[config.mk]
export PLATFORM = sky130hd
export DESIGN_NAME = fdof_pos
export DESIGN_NICKNAME = d
export VERILOG_FILES = /design/src/hw/rtl/frame_diff_open_filter_assert.svh /design/src/hw/rtl/fdof_pkg.sv /design/src/hw/rtl/fdof_pos.sv
export SDC_FILE = /design/constraint.sdc
export NUM_CORES = 1
export LEC_CHECK = 0
export ABC_AREA = 1
export BUFFER_PORTS_ARGS = -buffer_cell sky130_fd_sc_hd__buf_2
export CAP_MARGIN = 20
export CORE_ASPECT_RATIO = 1.5
export CORE_MARGIN = 2
export CORE_UTILIZATION = 48
export DETAILED_ROUTE_END_ITERATION = 10
export PLACE_DENSITY = 0.82
export SYNTH_ARGS = -nofsm -noshare
export SYNTH_HDL_FRONTEND = slang
export SYNTH_SLANG_ARGS = --single-unit
export TNS_END_PERCENT = 10
[constraint.sdc]
create_clock -name i_clk -period 1.5 [get_ports i_clk]
set_input_delay 0.15 -clock i_clk [delete_from_list [all_inputs] [get_ports i_clk]]
set_output_delay 0.15 -clock i_clk [all_outputs]
set_load 0.005 [all_outputs]
[src/hw/rtl/frame_diff_open_filter_assert.svh]
// assertion macros shared by the filter rtl
`ifndef FRAME_DIFF_OPEN_FILTER_ASSERT_SVH
`define FRAME_DIFF_OPEN_FILTER_ASSERT_SVH

// same-cycle implication, clocked on i_clk, off during reset
`define FDOF_ASSERT_IMP(lbl, ante, cons, msg) \
    lbl: assert property (@(posedge i_clk) disable iff (!i_rst_n) (ante) |-> (cons)) \
        else $error(msg);

// next-cycle implication
`define FDOF_ASSERT_NXT(lbl, ante, cons, msg) \
    lbl: assert property (@(posedge i_clk) disable iff (!i_rst_n) (ante) |=> (cons)) \
        else $error(msg);

`endif

[src/hw/rtl/fdof_pkg.sv]
`default_nettype none
package fdof_pkg;

    localparam int FDOF_MAX_WIDTH = 1024;

    localparam int PIX_W = 8;
    localparam int CFG_W = 12;
    localparam int IDX_W = 2;
    localparam int FW_W  = 11;
    localparam int FH_W  = 12;
    // rows keep counting a few lines past the frame while the cascade drains
    localparam int ROW_W = 13;

    localparam logic [IDX_W-1:0] REG_FRAME_WIDTH  = 2'd0;
    localparam logic [IDX_W-1:0] REG_FRAME_HEIGHT = 2'd1;

    localparam logic [FW_W-1:0] RST_FRAME_WIDTH  = 11'd640;
    localparam logic [FH_W-1:0] RST_FRAME_HEIGHT = 12'd480;

    localparam logic CMD_PIXEL = 1'b0;
    localparam logic CMD_DRAIN = 1'b1;

    // which neighbours of the window centre lie inside the frame
    typedef struct packed {
        logic up;
        logic down;
        logic left;
        logic right;
    } t_nbr_mask;

endpackage
`default_nettype wire

[src/hw/rtl/fdof_pos.sv]
`default_nettype none
module fdof_pos #(
    parameter int MAX_WIDTH = fdof_pkg::FDOF_MAX_WIDTH
) (
    input  wire logic                             i_clk,
    input  wire logic                             i_rst_n,
    input  wire logic                             i_clear,
    input  wire logic                             i_adv,
    input  wire logic [$clog2(MAX_WIDTH+1)-1:0]   i_width,
    output      logic [fdof_pkg::ROW_W-1:0]       o_row,
    output      logic [$clog2(MAX_WIDTH)-1:0]     o_col,
    output      logic [$clog2(MAX_WIDTH)-1:0]     o_col_nxt
);
    import fdof_pkg::*;

    localparam int WW = $clog2(MAX_WIDTH + 1);
    localparam int CW = $clog2(MAX_WIDTH);

    logic [ROW_W-1:0] r_row, n_row;
    logic [CW-1:0]    r_col, n_col;

    always_comb begin
        n_row = r_row;
        n_col = r_col;
        if (i_clear) begin
            n_row = '0;
            n_col = '0;
        end else if (i_adv) begin
            if (WW'(r_col) == i_width - WW'(1)) begin
                n_col = '0;
                n_row = r_row + ROW_W'(1);
            end else begin
                n_col = r_col + CW'(1);
            end
        end
    end

    always_ff @(posedge i_clk) begin
        if (!i_rst_n) begin
            r_row <= '0;
            r_col <= '0;
        end else begin
            r_row <= n_row;
            r_col <= n_col;
        end
    end

    assign o_row     = r_row;
    assign o_col     = r_col;
    assign o_col_nxt = n_col;
endmodule
`default_nettype wire

==> metrics.txt <==
status=finished with violations; violated checks=negative setup slack; wire length per cell=15.6 um; WS Path Type=flip-flop to output port; Flop pwr share=45.6%; largest cells by area after synthesis=dfxtp_1 (24%), nand2_1 (17%), nor2_1 (12%), inv_1 (7.4%), nand3_1 (6.1%); routed vias=2486; Worst setup EP type=output port; Pint=918 uW; Synth top area share=24.4%; DRT Wirelength=7.18 mm; die height=80.8 um; Comb power frac=22.9%; Final Hold Vio Count=0; CP top delay family=simple AND/OR/NAND/NOR gates; CTS HTree Levels=1; CP cell instances=nand2_1 > nor2_2 > nand2_1 > nor2_2 > and3_4 > nand3_2 > xor2_2 > nor2_1 > buf_2; vias in the first global route=2332; CTS Hold Buffers Added=0; max cap viols=0; crit-path max cell delay=0.40 ns; Seq/Total Area, Yosys=24.4%; Worst Hold Class=primary input to flip-flop; Ys Warns=0; Setup WS post-layout=-0.502 ns; Die Wd=55.2 um; Total Nets Final=437; core area=3720 um2; Synth Flop Type=dfxtp_1; largest net degree at the start of global routing=14; Final GP Congestion=0.843; clk buf depth=2; Max FO, Critical Path=4; Finished Core Util=77.4%; Setup TNS Final=-8.33 ns; die area=4460 um2; initial antenna violation count=0; # IOs=48; CP required=1.35 ns; Area Growth Syn to Fin=52.3%; commonest cells in the netlist=nand2_1 (86), nor2_1 (58), inv_1 (37), dfxtp_1 (23), nand3_1 (23); n_diodes=0; leading area contributor after synthesis=dfxtp_1; Clock Skew=0.00610 ns; final worst-path cycle share=133%; root buf cell=clkbuf_8; Pre-antenna DRT Iters=4; Peak VDD IR=0.000587 V; TritonCTS clock tree=built; # rows=27; GRT Overall Usage=26.5%; switching power=418 uW; clk slew on worst S/H paths=0.10 ns; RSZ-0062 raised after global routing=yes; Initial Util=50.8%; Clock power frac=31.5%; startpoint types=flip-flop; Hold WS=0.223 ns; worst skew pair latency=0.28 ns; Critical Path AT=1.85 ns; Fmax=499 MHz; port bufs=47; Slew Viols, Final=0; sw frac=31.3%; crit path buf inv count=1; dominant cell by count in the synthesized netlist=nand2_1; Tot Pwr=1340 uW; layout cells sized above 1=46.7%; final setup violation count=33; Tmin final=2.00 ns; routed vias/inst=5.39; count of cell types in the netlist=27; grt total ovfl=0; Leakage=0.00134 uW; FF+latch count, synth=23; HPWL after detailed placement=4.18 mm; Slowest cell on crit path=dfxtp_4; Synth Net Count=329; drt drc=0; worst slew pin tran=0.429 ns; Async S/R FF share, synth=0%; Slew HR=71.4%; first-pass GRT wire length=9.63 mm; Initial DRC Count=114; Post-Syn Area=1890 um2; PwrDens=465 nW/um2; Mapped Cells=311; cts bufs inserted=3; post-route ant nets=0; Syn Area/Cell=6.07 um2; EDFF count, synth=0; clock sinks=23
routing by layer:
layer	part of all wire, %	vias to the layer above	GRT usage (%)
met3	4.6	31	3.03
met4	4.6	0	9.02
li1	-	1179	-
met1	37	1161	27.3
met5	0	-	0
met2	53	115	54.2
flip-flops by register name, summed over array words and instances, names as in the netlist:
signal / flops
o_col: 10
o_row: 13
cell usage in the layout (no fill, tap or decap), types with 4 or more instances in the layout:
cell type	count
nand2_1	74
buf_4	56
nor2_1	47
buf_2	47
inv_1	34
nand2_2	22
nand3_1	22
dfxtp_1	14
nor2_2	13
nor3_2	11
nor2_4	8
xor2_1	6
a21oi_1	6
inv_2	5
nand4_1	5
xor2_2	5
dfxtp_2	5
xnor2_1	4
o21ai_0	4
dfxtp_4	4
cell families after synthesis:
kind of cell	count (synthesis)	synth area share, %
DFF	23	24.4
xor gates and xnor gates	16	7.42
muxes	1	0.530
and+or+nand+nor	211	52.6
buffers and inverters	44	9.41
adders and majority gates	3	1.99
AOI/OAI and AO/OA	13	3.65
cell type report:
class | count | area, um2
well taps | 43 | 53.8
fillers | 239 | 841
clock inverters | 1 | 5.00
multi-input cells | 245 | 1450
flip-flops and latches | 23 | 482
inverters | 40 | 150
repair buffers | 106 | 689
clock buffers | 3 | 41.3
final timing paths:
check,from,to,slack [ns],cells after the start
worst max-delay path,o_col[1],o_col_nxt[9],-0.50,9
worst min-delay path,i_clear,o_row[4],0.22,4
worst max register to register,o_col[2],o_col[0],-0.28,12
worst min register to register,o_row[11],o_row[11],0.49,2
per-stage QoR:
stage	area, um2	setup WS, ns	instances
2_1_floorplan	1910	-0.0500	311
3_3_place_gp	2530	-0.329	445
3_5_place_dp	2530	-0.412	445
4_1_cts	2710	-0.390	458
5_1_grt	2880	-0.579	461
6_report	2880	-0.502	461
power groups by stage:
| stage | Clock, uW | Sequential (uW) | Combinational, uW |
|---|---|---|---|
| after floorplan | 0 | 629 | 145 |
| after global placement | 0 | 629 | 242 |
| after detailed placement | 0 | 629 | 249 |
| after CTS | 415 | 615 | 272 |
| after global routing | 439 | 610 | 329 |
| final | 421 | 610 | 306 |
repair_timing:
item | in CTS | in global routing
pin swaps | 16 | 21
buffers inserted | 8 | 3
endpoints found under the setup margin | 33 | 33
cloned | 1 | 0
resized for setup | 25 | 38
endpoints found under the hold margin | 0 | 0
worst reg2reg max path: cells and delay by family (launching register included):
family	cells	cell delay (ns)
buffers and inverters	4	0.39
and+or+nand+nor	8	0.88
DFF	1	0.39
(Power assumes the default switching activity.)
