--- src/hw/rtl/frame_diff_open_filter_assert.svh ---
// assertion macros shared by the filter rtl
`ifndef FRAME_DIFF_OPEN_FILTER_ASSERT_SVH
`define FRAME_DIFF_OPEN_FILTER_ASSERT_SVH

// same-cycle implication, clocked on i_clk, off during reset
`define FDOF_ASSERT_IMP(lbl, ante, cons, msg) \
    lbl: assert property (@(posedge i_clk) disable iff (!i_rst_n) (ante) |-> (cons)) \
        else $error(msg);

// next-cycle implication
`define FDOF_ASSERT_NXT(lbl, ante, cons, msg) \
    lbl: assert property (@(posedge i_clk) disable iff (!i_rst_n) (ante) |=> (cons)) \
        else $error(msg);

`endif

--- src/hw/rtl/fdof_pkg.sv ---
`default_nettype none
package fdof_pkg;

    localparam int FDOF_MAX_WIDTH = 1024;

    localparam int PIX_W = 8;
    localparam int CFG_W = 12;
    localparam int IDX_W = 2;
    localparam int FW_W  = 11;
    localparam int FH_W  = 12;
    // rows keep counting a few lines past the frame while the cascade drains
    localparam int ROW_W = 13;

    localparam logic [IDX_W-1:0] REG_FRAME_WIDTH  = 2'd0;
    localparam logic [IDX_W-1:0] REG_FRAME_HEIGHT = 2'd1;

    localparam logic [FW_W-1:0] RST_FRAME_WIDTH  = 11'd640;
    localparam logic [FH_W-1:0] RST_FRAME_HEIGHT = 12'd480;

    localparam logic CMD_PIXEL = 1'b0;
    localparam logic CMD_DRAIN = 1'b1;

    // which neighbours of the window centre lie inside the frame
    typedef struct packed {
        logic up;
        logic down;
        logic left;
        logic right;
    } t_nbr_mask;

endpackage
`default_nettype wire

--- src/hw/rtl/fdof_ram.sv ---
`default_nettype none
module fdof_ram #(
    parameter int WIDTH = 2,
    parameter int DEPTH = fdof_pkg::FDOF_MAX_WIDTH
) (
    input  wire logic                     i_clk,
    input  wire logic                     i_we,
    input  wire logic [$clog2(DEPTH)-1:0] i_waddr,
    input  wire logic [WIDTH-1:0]         i_wdata,
    input  wire logic [$clog2(DEPTH)-1:0] i_raddr,
    output      logic [WIDTH-1:0]         o_rdata
);
    logic [WIDTH-1:0] r_mem [DEPTH];
    logic [WIDTH-1:0] r_rdata;

    // read-first: a read at the address being written returns the old word
    always_ff @(posedge i_clk) begin
        if (i_we) begin
            r_mem[i_waddr] <= i_wdata;
        end
        r_rdata <= r_mem[i_raddr];
    end

    assign o_rdata = r_rdata;
endmodule
`default_nettype wire

--- src/hw/rtl/fdof_stage.sv ---
`default_nettype none
module fdof_stage #(
    parameter int MAX_WIDTH = fdof_pkg::FDOF_MAX_WIDTH
) (
    input  wire logic                         i_clk,
    input  wire logic                         i_rst_n,
    input  wire logic                         i_step,
    input  wire logic                         i_dilate,
    input  wire logic [$clog2(MAX_WIDTH)-1:0] i_raddr,
    input  wire logic [$clog2(MAX_WIDTH)-1:0] i_waddr,
    input  wire logic                         i_bit,
    input  wire fdof_pkg::t_nbr_mask          i_mask,
    output      logic                         o_bit
);
    import fdof_pkg::*;

    // per column: [1] two rows up, [0] one row up
    logic [1:0] ram_q;
    logic [1:0] line_q;
    logic       r_byp_vld;
    logic [1:0] r_byp_dat;
    logic [1:0] wr_dat;
    // window columns: [2] top, [1] middle, [0] bottom
    logic [2:0] r_win_l, r_win_m;
    logic [2:0] win_r;
    logic [2:0] row_ok;
    logic [2:0] col_ok;
    logic [2:0] cols [3];
    logic       acc;

    assign wr_dat = {line_q[0], i_bit};

    fdof_ram #(
        .WIDTH (2),
        .DEPTH (MAX_WIDTH)
    ) u_line (
        .i_clk   (i_clk),
        .i_we    (i_step),
        .i_waddr (i_waddr),
        .i_wdata (wr_dat),
        .i_raddr (i_raddr),
        .o_rdata (ram_q)
    );

    // one-pixel rows read the column just written
    always_ff @(posedge i_clk) begin
        if (!i_rst_n) begin
            r_byp_vld <= 1'b0;
        end else begin
            r_byp_vld <= i_step && (i_waddr == i_raddr);
        end
    end

    always_ff @(posedge i_clk) begin
        r_byp_dat <= wr_dat;
        if (i_step) begin
            r_win_l <= r_win_m;
            r_win_m <= win_r;
        end
    end

    assign line_q = r_byp_vld ? r_byp_dat : ram_q;
    assign win_r  = {line_q[1], line_q[0], i_bit};
    assign row_ok = {i_mask.up, 1'b1, i_mask.down};
    assign col_ok = {i_mask.left, 1'b1, i_mask.right};
    assign cols[0] = r_win_l;
    assign cols[1] = r_win_m;
    assign cols[2] = win_r;

    always_comb begin
        acc = !i_dilate;
        for (int c = 0; c < 3; c++) begin
            for (int r = 0; r < 3; r++) begin
                if (col_ok[2-c] && row_ok[r]) begin
                    if (i_dilate) begin
                        acc = acc | cols[c][r];
                    end else begin
                        acc = acc & cols[c][r];
                    end
                end
            end
        end
    end

    assign o_bit = acc;
endmodule
`default_nettype wire

--- config.mk ---
export PLATFORM = sky130hd
export DESIGN_NAME = fdof_stage
export DESIGN_NICKNAME = d
export VERILOG_FILES = /design/src/hw/rtl/frame_diff_open_filter_assert.svh /design/src/hw/rtl/fdof_pkg.sv /design/src/hw/rtl/fdof_ram.sv /design/src/hw/rtl/fdof_stage.sv
export SDC_FILE = /design/constraint.sdc
export NUM_CORES = 2
export LEC_CHECK = 0
export BUFFER_PORTS_ARGS = -buffer_cell sky130_fd_sc_hd__buf_2
export CORE_ASPECT_RATIO = 0.9
export CORE_MARGIN = 1
export CORE_UTILIZATION = 35
export CTS_CLUSTER_SIZE = 24
export DETAILED_ROUTE_END_ITERATION = 7
export MAX_ROUTING_LAYER = met4
export SKIP_CTS_REPAIR_TIMING = 1
export SYNTH_ARGS = -nofsm -noshare
export SYNTH_HDL_FRONTEND = slang
export SYNTH_HIERARCHICAL = 1
export SYNTH_SLANG_ARGS = --single-unit
--- constraint.sdc ---
create_clock -name i_clk -period 9.1 [get_ports i_clk]
set_input_delay 0.455 -clock i_clk [delete_from_list [all_inputs] [get_ports i_clk]]
set_output_delay 0.455 -clock i_clk [all_outputs]
set_load 0.02 [all_outputs]
==> impl_metrics.toml <==
[hold_path]
hold_class = "in -> reg"

[logic_synthesis]
synthXorXnorAreaFrac_pct = 0.1040
yosysSeqAreaShare_pct = 73.33
yosys_warnings = 6
yosys-top-cells-area = "edfxtp_1 73%, mux4_2 12%, nor2_1 4.7%, mux2i_1 2.4%, clkbuf_1 1.1%"
synth_top_family_by_area = "multiplexers"
synthSimpleGateAreaFrac_pct = 6.407
synth_edf_count = 2054
yosysTopAreaCell = "edfxtp_1"
synth-compound-area-share_pct = 3.064
synth_fa_ha_area_share_pct = 0
yosys.area.top_type_share_pct = 73.21
synthesis.instances = 4832
synth_seq_cells = 2059
ys_types = 72
synth.avg_cell_area_um2 = 17.43
synth_area_um2 = 84240
synthMuxAreaShare_pct = 14.60
synth_flop_cell = "edfxtp_1"
synth_nets = 4861
async_flop_share_pct = 0

[worst_setup_path]
crit_slowest_cell = "nor4_1"
cp.required_ns = 9.88
crit_buf_inv = 3
crit_top_cell = "buf_4"
worst_setup_path_end_kind = "flop"
max_stage_delay_ns = 1.23
critPathArrivalTime_ns = 5.65
crit_fanout = 49
crit_type = "in -> reg"
cp_top_family = "simple AND/OR/NAND/NOR gates"
start_kind = "input port"
crit_path_cell_trace = "buf_4, buf_4, nand2b_4, buf_4, o221ai_1, o22ai_1, a2111oi_2, o221ai_1, nor4_1, o22ai_1, nand4_1"

[placed_design]
dp_hpwl_um = 128600
place_area_um2 = 87660
portBuffers = 29
gp_congestion = 0.8387

[cts]
cts-root-buf = "clkbuf_16"
cts_sinks = 2059
cts_buffer_depth = 3
cts_inserted_buffers = 192
ctsHtreeMaxLevel = 4
clk_pin_slew_ns = 0.07
cts_tree = "yes"
insertion_delay_ns = 0.85

[grt]
first_global_vias = 46050
grt_pass1_wl_um = 339900
grt_start_max_net_pins = 228
grt-ovfl-total = 0
antenna_found_initial = 10
grtUsageTotal_pct = 20.07

[power]
leakage_nw = 27.79
ir_worst_vdd_uv = 209.1
p_sw_mw = 4.419
power.density_nw_per_um2 = 211.9
power.internal_mw = 15.46
power_mw = 19.88
seq_power_share_pct = 53.7
p_clk_share_pct = 40.3
p_sw_share_pct = 22.23
combinationalPowerShare_pct = 6.0

[timing]
setup_tns_ns = 0
setup_violations = 0
hold_viol = 0
hold_ws_ns = 0.08492
tightest_slew_ns = 1.360
clock.fmax_mhz = 205.3
slew_headroom_pct = 8.520
period_minus_slack_ns = 4.871
skew_ns = 0.03700
finalCritPeriodShare_pct = 53.53
drv_slew = 0
rsz0062_at_grt = "no"

[drt]
ant_nets = 0
drtIter0Drc = 6752
wirelength_um = 239200
routedWlPerCell_um = 29.49
vias = 46560
avgViaCountPerCell = 5.740
dr.pass1.iters = 6
drc = 0

[floorplanning]
num_rows = 170
dieArea_um2 = 242700
initial_core_util_pct = 35.27
die_h_um = 467.4
die_w_um = 519.2
io_pins = 30
core_region_area_um2 = 238900

[final_layout]
final-seq-area_um2 = 61780
design_area_um2 = 93820
final_nets = 4796
areaGrowthSynthToFinish_pct = 11.36
layout-drive-gt1-share_pct = 18.57
num-fill-cells = 21500
multi_input_area_um2 = 20760
final_util_pct = 39.28

[job]
drv_cap = 0

[run_status]
outcome = "complete, no violations"
## worst reg2reg max path, delay by kind of cell (launching register included)
family | cells | cell delay (ns)
AO/OA/AOI/OAI | 5 | 1.72
flip-flops | 1 | 0.33
multiplexers | 1 | 0.07
AND/OR/NAND/NOR | 2 | 1.35
## synthesized netlist by cell type, drive strengths merged (6+ instances only)
| library cell | count |
|---|---|
| nand2b | 8 |
| o22ai | 45 |
| nand3 | 40 |
| nand2 | 97 |
| and2 | 6 |
| mux2 | 12 |
| edfxtp | 2054 |
| nand4 | 14 |
| nor3 | 45 |
| nor3b | 10 |
| a221oi | 14 |
| o21ai | 36 |
| a211oi | 13 |
| a22oi | 45 |
| mux4 | 449 |
| nor2 | 1054 |
| o221ai | 86 |
| a21oi | 73 |
| nor4 | 11 |
| a31oi | 7 |
| and3 | 8 |
| a22o | 13 |
| nor2b | 13 |
| mux2i | 205 |
| clkbuf | 239 |
| buf | 157 |
| inv | 8 |
## metrics by stage
step / std cells / setup slack [ns]
after floorplan: 4832 / 0.02687
after global placement: 7754 / 3.579
after detailed placement: 7754 / 3.494
after CTS: 8107 / 4.361
after global routing: 8111 / 4.225
final: 8111 / 4.229
## final timing paths
check | cells past startpoint | from | end | slack [ns]
setup / recovery | 11 | i_raddr[2] | u_line/o_rdata[0]$_DFF_P_ | 4.23
hold / removal | 4 | i_raddr[2] | r_byp_vld$_SDFF_PN0_ | 0.08
setup reg to reg | 8 | u_line/r_mem[604][0]$_DFFE_PP_ | u_line/o_rdata[0]$_DFF_P_ | 5.59
hold reg to reg | 0 | r_win_m[0]$_DFFE_PP_ | r_win_l[0]$_DFFE_PP_ | 0.48
## cell usage in the layout, fill, tap and decap left out, types with 8 or more instances in the layout
master	Yosys	layout
a211oi_1	13	13
a21oi_1	73	73
a221oi_1	14	14
a22o_1	13	13
a22oi_1	45	45
and3_1	8	8
buf_12	2	9
buf_2	26	24
buf_4	28	100
bufinv_16	0	19
clkbuf_1	239	37
clkbuf_16	0	195
clkinv_1	1	53
clkinv_2	0	31
edfxtp_1	2054	2054
inv_6	0	9
mux2_2	9	8
mux2i_1	205	205
mux4_2	449	449
nand2_1	97	91
nand3_1	40	16
nand3_4	0	21
nand4_1	14	14
nor2_1	1054	1051
nor2b_1	13	8
nor3_1	45	44
nor4_1	9	9
o21ai_0	36	36
o221ai_1	84	84
o22ai_1	45	45
## cell families after synthesis
group           count (synthesis)
flops                        2059
simple gates                 1329
compound gates                363
buf+inv                       405
mux                           666
xor+xnor                       10
## final cells by class
| type | instances | area share, % |
|---|---|---|
| multi-input cells | 2368 | 22.13 |
| clock inverters | 121 | 1.198 |
| well taps | 3182 | 4.244 |
| diodes | 3 | 0.008002 |
| repair buffers | 137 | 1.179 |
| flip-flops and latches | 2059 | 65.85 |
| inverters | 9 | 0.04001 |
| clock buffers | 232 | 5.349 |
## state kept, by name, summed over array words and instances (netlist names)
register        cells
u_line/o_rdata      2
r_win_m             3
r_win_l             3
r_byp_vld           1
r_byp_dat           2
u_line/r_mem     2048
## routing by layer
layer	share of wire [%]	up-vias	GRT usage [%]
met2	47	2451	30.93
met1	41	24820	27.32
met4	2.4	0	5.140
met5	0	-	-
met3	9.7	338	3.834
li1	-	18950	-
## power groups by stage
stage	sequential, mW	combinational [mW]	clock (mW)
finish	10.7	1.20	8.01
global route	10.7	1.26	8.46
CTS	10.7	1.20	8.12
detailed placement	10.9	1.19	0
global placement	10.9	1.18	0
floorplan	11.0	0.686	0
Note: power is estimated with default switching activity, not from simulation.
